File: config.mk
export PLATFORM = sky130hd
export DESIGN_NAME = crg_norm
export DESIGN_NICKNAME = d
export VERILOG_FILES = /design/src/crg_pkg.sv /design/src/crg_norm.sv
export SDC_FILE = /design/constraint.sdc
export NUM_CORES = 2
export LEC_CHECK = 0
export BUFFER_PORTS_ARGS = -buffer_cell sky130_fd_sc_hd__buf_2
export CAP_MARGIN = 30
export CORE_MARGIN = 4
export CORE_UTILIZATION = 30
export CTS_CLUSTER_DIAMETER = 200
export DETAILED_ROUTE_END_ITERATION = 6
export PLACE_DENSITY = 0.46
export SLEW_MARGIN = 20
export SYNTH_ARGS = -nofsm -noshare
export SYNTH_HDL_FRONTEND = slang
export SYNTH_SLANG_ARGS = --single-unit
File: constraint.sdc
create_clock -name i_clk -period 15.4 [get_ports i_clk]
set_input_delay 0 -clock i_clk [delete_from_list [all_inputs] [get_ports i_clk]]
set_output_delay 0 -clock i_clk [all_outputs]
set_load 0.1 [all_outputs]
File: src/crg_pkg.sv
// ----------------------------------------------------------------------------
// crg_pkg
// shared widths, register indexes and pipeline side-band type for the
// camera ray generator
// ----------------------------------------------------------------------------
package crg_pkg;

    // fixed point format of config lanes and results
    localparam int FRAC_BITS = 12;
    localparam int IN_FRAC   = 16;
    localparam int LANE_W    = 21;
    localparam int OUT_W     = 24;
    localparam int COORD_W   = 17;
    localparam int SCALE_W   = 20;
    localparam int CFG_W     = 63;
    localparam int CFG_IDX_W = 3;

    // offset datapath
    localparam int DU_W   = COORD_W + 1;
    localparam int PROD_W = DU_W + LANE_W;
    localparam int SUM_W  = PROD_W + 1;
    localparam int T_W    = SUM_W + SCALE_W + 1;
    localparam int SH     = IN_FRAC + FRAC_BITS;
    localparam int OFF_W  = T_W + 1 - SH;

    // range reduction
    localparam int W_RAW    = OFF_W + 1;
    localparam int W_W      = (W_RAW > 31) ? W_RAW : 31;
    localparam int KMAX     = W_W - 30;
    localparam int KSEL_W   = $clog2(KMAX + 1);
    localparam int NV_W     = 31;
    localparam int MAG_W    = 30;
    localparam int SHIFT_W  = $clog2(MAG_W);

    // square root and divide
    localparam int SQ1_W  = 60;
    localparam int SQ_W   = 62;
    localparam int TR_W   = SQ_W + 2;
    localparam int ROOT_W = 31;
    localparam int Q_W    = FRAC_BITS + 2;
    localparam int DVD_W  = MAG_W + FRAC_BITS + 1;
    localparam int DS_W   = ROOT_W + Q_W;

    // register indexes
    localparam logic [CFG_IDX_W-1:0] CFG_MODE   = 3'd0;
    localparam logic [CFG_IDX_W-1:0] CFG_CENTER = 3'd1;
    localparam logic [CFG_IDX_W-1:0] CFG_VIEW   = 3'd2;
    localparam logic [CFG_IDX_W-1:0] CFG_UP     = 3'd3;
    localparam logic [CFG_IDX_W-1:0] CFG_SIDE   = 3'd4;
    localparam logic [CFG_IDX_W-1:0] CFG_SCALE  = 3'd5;

    // projection modes
    localparam logic MODE_ORTHO = 1'b0;
    localparam logic MODE_PERSP = 1'b1;

    typedef logic signed [LANE_W-1:0] t_lane;

    // control that travels with each item
    typedef struct packed {
        logic                      valid;
        logic                      zero;
        logic [2:0]                neg;
        logic [2:0][OUT_W-1:0]     org;
    } t_side;

endpackage

File: src/crg_norm.sv
// ----------------------------------------------------------------------------
// crg_norm
// power of two range reduction: brings the largest component magnitude
// into [2^29, 2^30), four register stages
// ----------------------------------------------------------------------------
module crg_norm (
    input  logic                            i_clk,
    input  logic                            i_rst_n,
    input  logic                            i_en,
    input  crg_pkg::t_side                  i_side,
    input  logic signed [crg_pkg::W_W-1:0]  i_w [3],
    output crg_pkg::t_side                  o_side,
    output logic signed [crg_pkg::NV_W-1:0] o_v [3]
);
    import crg_pkg::*;

    localparam logic signed [W_W-1:0] LIM_P = W_W'(2 ** 30 - 1);
    localparam logic signed [W_W-1:0] LIM_N = W_W'(-(2 ** 30 - 1));

    t_side                   r1_side, r2_side, n2_side, r3_side, r4_side, n4_side;
    logic signed [NV_W-1:0]  r1_v [3];
    logic signed [NV_W-1:0]  n1_v [3];
    logic                    r1_down, n1_down;
    logic signed [NV_W-1:0]  r2_v [3];
    logic [MAG_W-1:0]        r2_m, n2_m;
    logic                    r2_down;
    logic signed [NV_W-1:0]  r3_v [3];
    logic [SHIFT_W-1:0]      r3_s, n3_s;
    logic signed [NV_W-1:0]  r4_v [3];

    // smallest floor shift that puts every component below 2^30
    always_comb begin
        logic [KMAX:0]         ok;
        logic signed [W_W-1:0] a;
        logic [KSEL_W-1:0]     ksel;
        for (int k = 0; k <= KMAX; k++) begin
            ok[k] = 1'b1;
            for (int i = 0; i < 3; i++) begin
                a = i_w[i] >>> k;
                if ((a > LIM_P) || (a < LIM_N)) begin
                    ok[k] = 1'b0;
                end
            end
        end
        ksel = '0;
        for (int k = KMAX; k >= 0; k--) begin
            if (ok[k]) begin
                ksel = KSEL_W'(k);
            end
        end
        n1_down = (ksel != '0);
        for (int i = 0; i < 3; i++) begin
            n1_v[i] = NV_W'(i_w[i] >>> ksel);
        end
    end

    // largest magnitude
    always_comb begin
        logic [MAG_W-1:0] mg;
        n2_m = '0;
        for (int i = 0; i < 3; i++) begin
            mg = MAG_W'(r1_v[i][NV_W-1] ? -r1_v[i] : r1_v[i]);
            if (mg > n2_m) begin
                n2_m = mg;
            end
        end
        n2_side      = r1_side;
        n2_side.zero = (n2_m == '0);
    end

    // left shift that brings a small maximum up to 2^29
    always_comb begin
        logic [SHIFT_W-1:0] msb;
        msb = SHIFT_W'(MAG_W - 1);
        if (!r2_down && (r2_m != '0)) begin
            for (int j = 0; j < MAG_W; j++) begin
                if (r2_m[j]) begin
                    msb = SHIFT_W'(j);
                end
            end
        end
        n3_s = SHIFT_W'(MAG_W - 1) - msb;
    end

    always_comb begin
        n4_side = r3_side;
        for (int i = 0; i < 3; i++) begin
            n4_side.neg[i] = r3_v[i][NV_W-1];
        end
    end

    always_ff @(posedge i_clk) begin
        if (!i_rst_n) begin
            r1_side <= '0;
            r2_side <= '0;
            r3_side <= '0;
            r4_side <= '0;
        end else if (i_en) begin
            r1_side <= i_side;
            r2_side <= n2_side;
            r3_side <= r2_side;
            r4_side <= n4_side;
        end
    end

    always_ff @(posedge i_clk) begin
        if (i_en) begin
            r1_down <= n1_down;
            r2_down <= r1_down;
            r2_m    <= n2_m;
            r3_s    <= n3_s;
            for (int i = 0; i < 3; i++) begin
                r1_v[i] <= n1_v[i];
                r2_v[i] <= r1_v[i];
                r3_v[i] <= r2_v[i];
                r4_v[i] <= r3_v[i] <<< r3_s;
            end
        end
    end

    assign o_side = r4_side;
    assign o_v    = r4_v;

endmodule

# Yosys cells after proc, flatten, opt, wreduce, memory -nomap -nowiden

Memory sizes are Yosys's and may differ from the RTL's.
Index checks and enable logic that the tools add are counted.

RAM bits: 279
Logic and storage cells: 165
Input port bits: 185
Memories kept: 3
Flip-flop bits (word level): 428

Order comparisons: 39
Add/subtract/negate cells: 4
Reduce and logical (&&, ||, !) cells: 23
Shift-type cells: 6
Muxes and demuxes: 63

Memory list:

| name | words | width | rd ports | clocked after memory_dff | write ports | line           | RTL |
|---|---|---|---|---|---|---|---|
| r1_v | 3     | 31    | 3        | 0                        | 3           | crg_norm.sv:21 | `logic signed [NV_W-1:0] r1_v [3];` |
| r2_v | 3     | 31    | 3        | 0                        | 3           | crg_norm.sv:24 | `logic signed [NV_W-1:0] r2_v [3];` |
| r3_v | 3     | 31    | 3        | 0                        | 3           | crg_norm.sv:27 | `logic signed [NV_W-1:0] r3_v [3];` |

Operators with widths:

| operator               | count |
|---|---|
| $mux W30               | 6 |
| $mux W5                | 31 |
| $gt A35 B31 Y1 const B | 3 |
| $lt A35 B31 Y1 const B | 3 |
| $sshr A35 B3 Y31       | 3 |
| $gt A34 B31 Y1 const B | 3 |
| $lt A34 B31 Y1 const B | 3 |
| $gt A33 B31 Y1 const B | 3 |
| $lt A33 B31 Y1 const B | 3 |
| $gt A32 B31 Y1 const B | 3 |
| $lt A32 B31 Y1 const B | 3 |
| $gt A30 B31 Y1 const B | 3 |
| $gt A31 B31 Y1 const B | 3 |
| $lt A30 B31 Y1 const B | 3 |
| $lt A31 B31 Y1 const B | 3 |
| $sshl A31 B5 Y31       | 3 |
| $neg A30 Y30           | 3 |
| $gt A30 B30 Y1         | 2 |
| $gt A30 B1 Y1 const B  | 1 |
| $logic_not A30 Y1      | 1 |
| $reduce_bool A30 Y1    | 1 |
| $mux W1                | 20 |
| $logic_or A1 B1 Y1     | 18 |
| $mux W3                | 6 |
| other kinds (4)        | 4 |

# Logic depth before layout (Yosys ltp)

Depth after elaboration: 32
Gate-level depth with buffers: 35
Depth with buffers taken out: 29

# Worst setup path before layout

OpenSTA, ideal clock, no wires.

Kind: register to register
Start: memory r1_v[0][3]
End: register r2_m[2] (data pin)
Cell stages (with the launch flop): 33
Arrival time: 7894 ps
Library setup time: 267 ps
Data required time: 15133 ps
Path slack: 7240 ps
Cell sequence: edfxtp_1 > buf_6 > or4_1 > buf_2 > or4b_4 > buf_6 > or4_4 > nand2_1 > o21ai_1 > a32o_1 > nand4_1 > nand2_1 > ha_1 > nor2b_1 > o2111a_1 > o21ai_0 > a21oi_1 > o21ai_0 > buf_1 > buf_1 > clkbuf_1 > clkbuf_1 > nand2_1 > o21ai_0 > ha_1 > a211o_1 > a2111o_1 > a311oi_1 > a211o_1 > clkbuf_1 > buf_1 > clkbuf_1 > a21oi_1

RTL lines:

| element                | line            | RTL |
|---|---|---|
| start: declaration     | crg_norm.sv:21  |  |
| end signal: assignment | crg_norm.sv:110 | `r2_m <= n2_m;` |
| end: declaration       | crg_norm.sv:25  | `logic [MAG_W-1:0] r2_m, n2_m;` |

==> flow_summary.yaml <==
status:
  status: "finished clean"
placement:
  gp_congestion: 0.913
  postPlaceCellArea_mm2: 0.0394
  dp_cells: 5154
  port_buffers: 350
  place_hpwl_um: 77700
cells_and_area:
  final_area_mm2: 0.0453
  fin_nets: 4182
  drive_gt1_share_pct: 15.2
  multi_input_area_mm2: 0.0169
  n_fill_cell: 12000
  area_growth_pct: 25.2
  stdcell_count: 5611
  seq_area_mm2: 0.0182
yosys:
  synth_adder_area_share_pct: 2.21
  synth.distinct_cells: 78
  ys_async_sr_fraction_pct: 0
  synth_seq_cells: 707
  synth_mux_area_share_pct: 16.5
  yosysWarnings: 0
  synth_compound_area_share_pct: 9.87
  ys_seq_area_share_pct: 50.4
  syn_nets: 3634
  synthFlopType: "edfxtp_1"
  synthSimpleGateAreaFrac_pct: 15.9
  synthCells: 3385
  syn_avg_cell_area_um2: 10.7
  synth_top_family_by_area: "multiplexers"
  netlist_area_mm2: 0.0362
  synth_edf_count: 409
  synth_xor_area_share_pct: 2.10
setup_path:
  cp_slowest_cell: "or4_1"
  critPathCaptureType: "flip-flop"
  path_max_fanout: 44
  required_ns: 15.95
  critPathLaunch: "r1_v[0][3]$_DFFE_PP_"
  critical_path.max_stage_delay_ns: 0.72
  crit_arrival_ns: 9.28
  worst_setup_path_start_kind: "flip-flop"
  r2r_start: "r1_v[0][3]$_DFFE_PP_"
  worstSetupPathType: "reg2reg"
run:
  cap_violations: 0
sta:
  final.setup.tns_ns: 0
  slew_headroom_pct: 34.8
  fin_crit_sh_pct: 56.7
  max_freq_mhz: 115
  hold_viol: 0
  worst_pin_slew_ns: 0.979
  rsz0062_at_grt: "false"
  finalClockSkew_ns: 0.0170
  slew_violations: 0
  setup_viol: 0
  timing.final.crit_period_ns: 8.73
routing:
  dr.pass1.iters: 5
  routedWlPerCell_um: 19.1
  drtAntennaViolNets: 0
  post-route-drc-count: 0
  drt-initial-drc-count: 2225
  vias_per_cell: 4.88
  vias: 27400
  routed_wl_um: 107000
cts:
  cts_max_path_buffers: 3
  cts-buffers-inserted: 80
  cts_resized: 0
  clkLatencyLatePin_ns: 0.65
  clockRootBuffer: "clkbuf_16"
  clk_pin_slew_worst_paths_ns: 0.06
  cts_max_level: 3
  post_cts_buffers: 0
  hold_buffers: 306
  tritoncts: "yes"
  cts.sinks: 707
global_routing:
  grt_pass1_wl_um: 163000
  grt_usage_pct: 16.5
  grt_overflow: 0
  grt_max_degree: 133
  antenna_found_initial: 6
  grt_pass1_vias: 26200
power_and_ir_drop:
  p_total_mw: 6.47
  power.density_mw_per_mm2: 143
  cellLeakagePower_nw: 18.4
  ir_worst_vdd_v: 0.0000863
floorplan:
  dieArea_mm2: 0.126
  boundaryPins: 355
  die_w_um: 355
  initial_core_util_pct: 30.2
  rows: 127
  die_h_um: 355
  fp.coreArea_mm2: 0.120
min_path:
  hold_start: "i_w[77]"
  hold_path.class: "in2reg"
through the flow:
step | setup WS (ns) | hold WS (ns) | utilization [%]
after global placement | 6.70 | 0.258 | 32.9
after detailed placement | 6.81 | 0.264 | 32.9
final | 6.67 | 0.0673 | 37.8
after global routing | 6.20 | 0.0540 | 37.8
after floorplan | 7.24 | 0.112 | -
after CTS | 6.75 | 0.0000163 | 37.8
layout make-up:
class                   instances  share of cell area, %
well taps                    1612                   4.45
diodes                          1                0.00552
inverters                      55                  0.455
clock buffers                 104                   4.87
multi-input cells            2393                   37.2
flip-flops and latches        707                   40.3
repair buffers                696                   11.5
clock inverters                43                   1.17
Yosys cell counts (8+ instances only):
master | n | area, µm²
nor3_1 | 43 | 215
ha_1 | 64 | 801
a21oi_1 | 121 | 606
a31oi_1 | 17 | 106
nand2_1 | 470 | 1760
xor2_1 | 41 | 359
mux2_2 | 15 | 169
inv_1 | 53 | 199
nand3_1 | 26 | 130
o21a_1 | 8 | 60.1
or3_1 | 19 | 119
nand4_1 | 21 | 131
edfxtp_1 | 409 | 12300
mux4_2 | 39 | 878
and3_1 | 24 | 150
mux2i_1 | 487 | 4870
o221ai_1 | 56 | 490
xnor2_1 | 44 | 385
buf_2 | 11 | 55.1
o31ai_1 | 29 | 218
clkbuf_1 | 166 | 623
o211ai_1 | 13 | 97.6
and2_1 | 17 | 106
o22a_1 | 10 | 87.6
or4_1 | 17 | 128
buf_1 | 51 | 191
o41ai_1 | 21 | 184
o21ai_0 | 137 | 686
a211oi_1 | 25 | 188
nand2b_1 | 17 | 106
dfxtp_1 | 298 | 5970
nor2b_1 | 310 | 1940
o22ai_1 | 21 | 131
a221oi_1 | 15 | 131
nor4_1 | 35 | 219
nor2_1 | 139 | 522
cell families after synthesis:
group           Yosys count
buf+inv                 285
xor+xnor                 86
simple gates           1164
flops                   707
fa+ha+maj                64
mux                     544
compound gates          535
path summary, 6_finish.rpt:
kind	endpoint	slack, ns	cells past startpoint
setup reg to reg	r2_side[75]$_SDFFE_PN0P_	6.67	26
hold / removal	r1_v[0][2]$_DFFE_PP_	0.07	3
setup / recovery	r2_side[75]$_SDFFE_PN0P_	6.67	26
hold reg to reg	r3_v[0][65]$_DFFE_PP_	0.41	0
flip-flops by register name, summed over array words and instances, names as in the netlist:
register	count
n2_side	73
n4_side	74
o_side	77
o_v	93
r1_down	1
r1_v	93
r2_down	1
r2_m	30
r2_side	74
r2_v	93
r3_s	5
r3_v	93
cells in the final DEF (no fill, tap or decap), drive strengths merged, types with 15 or more instances in the layout:
| cell | n |
|---|---|
| a211oi | 25 |
| a21oi | 121 |
| a221oi | 15 |
| a31oi | 17 |
| and2 | 17 |
| and3 | 24 |
| buf | 390 |
| clkbuf | 104 |
| clkinv | 25 |
| dfxtp | 298 |
| dlygate4sd3 | 306 |
| edfxtp | 409 |
| ha | 64 |
| inv | 58 |
| mux2 | 16 |
| mux2i | 489 |
| mux4 | 39 |
| nand2 | 471 |
| nand2b | 17 |
| nand3 | 26 |
| nand4 | 21 |
| nor2 | 139 |
| nor2b | 310 |
| nor3 | 43 |
| nor4 | 36 |
| o21ai | 139 |
| o221ai | 56 |
| o22ai | 21 |
| o31ai | 30 |
| o41ai | 23 |
| or3 | 19 |
| or4 | 18 |
| xnor2 | 44 |
| xor2 | 42 |
layer usage:
| metal | wire length, µm | vias up | global-route usage (%) |
|---|---|---|---|
| li1 | - | 13500 | - |
| met1 | 53800 | 13000 | 25.3 |
| met2 | 45400 | 757 | 24.1 |
| met3 | 5920 | 117 | 2.38 |
| met4 | 2160 | 0 | 4.37 |
| met5 | 0 | - | 0 |
report_power, final:
group | internal, mW | switching (mW) | total [mW] | leakage (nW)
logic | 0.667 | 1.42 | 2.08 | 10.6
clock network | 1.19 | 0.783 | 1.97 | 1.33
registers | 2.27 | 0.152 | 2.42 | 6.45
critical path: cells and delay by family (launching register included):
| kind | cells | cell delay (ns) |
|---|---|---|
| and+or+nand+nor | 8 | 2.66 |
| buffers and inverters | 2 | 0.71 |
| xor gates and xnor gates | 1 | 0.38 |
| DFF | 1 | 0.51 |
| adders and majority gates | 2 | 0.60 |
| AOI/OAI and AO/OA | 13 | 3.73 |
(Power assumes the default switching activity.)
